File: src/sv/ile_pkg.sv
// command and status codes and cell control type for the list engine
// no dependencies
package ile_pkg;

  localparam int unsigned CMD_W    = 3;
  localparam int unsigned STATUS_W = 2;

  localparam logic [CMD_W-1:0] CMD_APPEND = 3'd0;
  localparam logic [CMD_W-1:0] CMD_INSERT = 3'd1;
  localparam logic [CMD_W-1:0] CMD_REMOVE = 3'd2;
  localparam logic [CMD_W-1:0] CMD_READ   = 3'd3;
  localparam logic [CMD_W-1:0] CMD_WRITE  = 3'd4;
  localparam logic [CMD_W-1:0] CMD_MEMBER = 3'd5;

  localparam logic [STATUS_W-1:0] ST_OK    = 2'd0;
  localparam logic [STATUS_W-1:0] ST_RANGE = 2'd1;
  localparam logic [STATUS_W-1:0] ST_FULL  = 2'd2;

  // what every cell does at the next edge
  typedef enum logic [1:0] {
    CELL_HOLD,
    CELL_INS,
    CELL_DEL,
    CELL_WR
  } cell_op_e;

endpackage

File: src/sv/ile_cell.sv
// one storage cell of the list engine: holds one element, shifts with its neighbours
// depends on ile_pkg
module ile_cell #(
  parameter int unsigned INDEX     = 0,
  parameter int unsigned ITEM_BITS = 32,
  parameter int unsigned IW        = 6,
  parameter int unsigned CW        = 7
) (
  input  logic                 clk_i,
  input  ile_pkg::cell_op_e    op_i,
  input  logic [IW-1:0]        idx_i,
  input  logic [CW-1:0]        count_i,
  input  logic [ITEM_BITS-1:0] value_i,
  input  logic [ITEM_BITS-1:0] left_i,
  input  logic [ITEM_BITS-1:0] right_i,
  output logic [ITEM_BITS-1:0] data_o,
  output logic [ITEM_BITS-1:0] rd_o,
  output logic                 match_o
);
  import ile_pkg::*;

  localparam logic [IW-1:0] MY_IDX = IW'(INDEX);
  localparam logic [CW-1:0] MY_POS = CW'(INDEX);

  logic [ITEM_BITS-1:0] data_q, data_d;

  always_comb begin
    data_d = data_q;
    unique case (op_i)
      CELL_HOLD: data_d = data_q;
      CELL_INS: begin
        if (MY_IDX > idx_i) begin
          data_d = left_i;
        end else if (MY_IDX == idx_i) begin
          data_d = value_i;
        end
      end
      // cells at and above the hole take the word from the right
      CELL_DEL: begin
        if (MY_IDX >= idx_i) begin
          data_d = right_i;
        end
      end
      CELL_WR: begin
        if (MY_IDX == idx_i) begin
          data_d = value_i;
        end
      end
      default: data_d = data_q;
    endcase
  end

  always_ff @(posedge clk_i) begin
    data_q <= data_d;
  end

  assign data_o  = data_q;
  assign rd_o    = (MY_IDX == idx_i) ? data_q : '0;
  assign match_o = (MY_POS < count_i) && (data_q == value_i);

endmodule

File: config.mk
export PLATFORM = sky130hd
export DESIGN_NAME = ile_cell
export DESIGN_NICKNAME = d
export VERILOG_FILES = /design/src/sv/ile_pkg.sv /design/src/sv/ile_cell.sv
export SDC_FILE = /design/constraint.sdc
export NUM_CORES = 1
export LEC_CHECK = 0
export BUFFER_PORTS_ARGS = -buffer_cell sky130_fd_sc_hd__buf_4
export CORE_MARGIN = 10
export CORE_UTILIZATION = 25
export DETAILED_ROUTE_END_ITERATION = 16
export PLACE_DENSITY = 0.61
export SKIP_LAST_GASP = 1
export SLEW_MARGIN = 15
export SYNTH_ARGS = -nofsm -noshare
export SYNTH_HDL_FRONTEND = slang
export SYNTH_SLANG_ARGS = --single-unit
File: constraint.sdc
create_clock -name clk_i -period 3.04 [get_ports clk_i]
set_input_delay 0.608 -clock clk_i [delete_from_list [all_inputs] [get_ports clk_i]]
set_output_delay 0.608 -clock clk_i [all_outputs]
set_load 0.01 [all_outputs]
==> reports/metrics.csv <==
stage,metric,value,unit
cells_and_area,layout.cells.non_filler,474,
cells_and_area,final_common_cell,buf_4,
placement,io_buffers,144,
logic_synthesis,ys_ff_latch,32,
die,fp.dieH,114.5,um
setup_path,critPathKind,flop to output port,
grt,grt_pass1_wl,11.82,mm
drt,drtIter0Drc,83,
sta,timing.slew.headroom,0.6128,
cells_and_area,drive_gt1_frac,0.4262,
grt,grt_max_degree,66,
die,core_area,8721,sq um
logic_synthesis,yosys_warnings,0,
cells_and_area,final_util,0.4032,
drt,antenna_left,0,
clock_network,cts_resized,0,
logic_synthesis,seq_area_frac_synth,0.4307,
die,boundaryPins,177,
clock_network,cts_tree,done,
sta,finalSetupViolCount,0,
sta,finClkSkew,0,ns
job,cap_violations,0,
power,power.density,337.0,nW/um^2
sta,maxSlewViolCount,0,
power,leakagePower,1.494,nW
sta,fmax,377.6,MHz
cells_and_area,fin_area,3516,sq um
drt,via_per_inst,4.460,
clock_network,cts_htree_levels,2,
clock_network,hold_buffers,0,
setup_path,start_kind,flop,
logic_synthesis,synth_cell_types,19,
die,initial_core_util,0.2558,
clock_network,clk_path_buf_depth,2,
grt,grt_overflow,0,
sta,setup_tns,0,ns
drt,drt_pass1_iterations,5,
cells_and_area,area_growth,57.60,%
setup_path,end_kind,output port,
clock_network,postCtsSetupBuffers,0,
sta,fin_crit_sh,0.8711,
cells_and_area,n_antenna_cell,0,
drt,wirelength,7.733,mm
cells_and_area,largest_reg_flops,32,
logic_synthesis,synthCells,223,
clock_network,clock_latency,0.28,ns
placement,gp_congestion,0.7569,
power,finalPower,0.001185,W
setup_path,worstPathArrival,2.04,ns
placement,place_area,3436,sq um
die,rows,34,
grt,grt_pass1_vias,2241,
run_status,status,completed,
clock_network,cts_buffers,5,
sta,rsz0062_at_grt,no,
grt,antenna_found_initial,0,
hold_path,hp-class,primary input to flop,
sta,hold_viol_final,0,
clock_network,cts.sinks,32,
sta,period_needed,2.648,ns
setup_path,timing.critical_path.fanout_max,4,
die,die-area,13100,sq um
die,dieWidth,114.5,um
grt,grt_use_total,0.1121,
placement,dp.cells,466,
placement,hpwlAfterDp,6.075,mm
drt,dr_total_vias,2114,
logic_synthesis,synth_fp_nets,335,
sta,tightest_slew,0.5807,ns
cells_and_area,nets,477,
power,vdd_drop_max,0.1415,mV
logic_synthesis,syn_area,2231,sq um
cells_and_area,final_cell_mix,"buf_4, mux2i_1, nand2_1, and2_1, edfxtp_1",
setup_path,worstPathRequired,2.43,ns
drt,drc,0,
clock_network,clockRootBuffer,clkbuf_8,
clock_network,cts.reportedPaths.clkPinSlew,0.07,ns
logic_synthesis,postSynthAreaPerCell,10.00,sq um
drt,routedWlPerCell,16.31,um
-- stage by stage --
| step | hold WS, ns | setup slack [ns] |
|---|---|---|
| floorplan | 0.7096 | 0.5320 |
| global placement | 0.6744 | 0.3489 |
| detailed placement | 0.6968 | 0.3856 |
| CTS | 0.5883 | 0.3373 |
| global route | 0.5935 | 0.2047 |
| finish | 0.6025 | 0.3920 |
-- path summary, 6_finish.rpt --
kind / from / to / slack, ns / cells after the start
hold / removal: right_i[22] / data_o[22]$_DFFE_PP_ / 0.60 / 3
setup / recovery: data_o[4]$_DFFE_PP_ / match_o / 0.39 / 5
setup reg to reg: data_o[17]$_DFFE_PP_ / data_o[17]$_DFFE_PP_ / 2.07 / 2
hold reg to reg: data_o[9]$_DFFE_PP_ / data_o[9]$_DFFE_PP_ / 0.70 / 2
-- power breakdown --
part / switching (W) / internal (W) / total, W / leakage (nW)
logic: 0.000128 / 0.000166 / 0.000294 / 1.14
clock network: 0.000157 / 0.000159 / 0.000316 / 0.0399
registers: 0.0000397 / 0.000534 / 0.000574 / 0.318
total: 0.000325 / 0.000860 / 0.00118 / 1.49
-- kinds of logic after synthesis --
| group | Yosys count | share of synthesized area |
|---|---|---|
| flip-flops | 32 | 0.4307 |
| AO/OA/AOI/OAI | 34 | 0.07908 |
| multiplexers | 32 | 0.1436 |
| AND/OR/NAND/NOR | 79 | 0.1873 |
| buffers and inverters | 14 | 0.03365 |
| XOR/XNOR | 32 | 0.1256 |
-- final cells by class --
| type | instances | area, sq um |
|---|---|---|
| Clock buffer | 7 | 76.32 |
| Sequential cell | 32 | 960.9 |
| Timing Repair Buffer | 149 | 1131 |
| Multi-Input combinational cell | 177 | 1209 |
| Clock inverter | 1 | 3.754 |
| Fill cell | 876 | 5205 |
| Tap cell | 108 | 135.1 |
-- synthesized netlist by cell type, drive strengths merged --
master   count  share of area
nand4        2         0.0056
nor3         1         0.0022
nor2b        1         0.0028
clkbuf      10          0.017
nor4         9          0.025
nand2       32          0.054
and2        32          0.090
xor2        28           0.11
nand3        1         0.0022
a21o         1         0.0034
mux2i       32           0.14
a2111oi      1         0.0039
xnor2        4          0.016
o21ai       32          0.072
nor3b        1         0.0056
edfxtp      32           0.43
buf          4          0.017
-- layer usage --
metal | routed length [um] | track usage | vias up | part of all wire
met3 | 605 | 0.04717 | 5 | 0.078
met1 | 3224 | 0.1322 | 970 | 0.42
li1 | - | - | 1065 | -
met4 | 57 | 0.02256 | 0 | 0.0074
met5 | 0 | 0 | - | 0
met2 | 3845 | 0.1857 | 74 | 0.50
-- critical path, stage by stage (launching register included) --
cell and delay, ns:
edfxtp_1 0.44, xor2_1 0.19, nor4_1 0.40, nand4_1 0.17, a2111oi_0 0.36, buf_4 0.20
(Power assumes the default switching activity.)
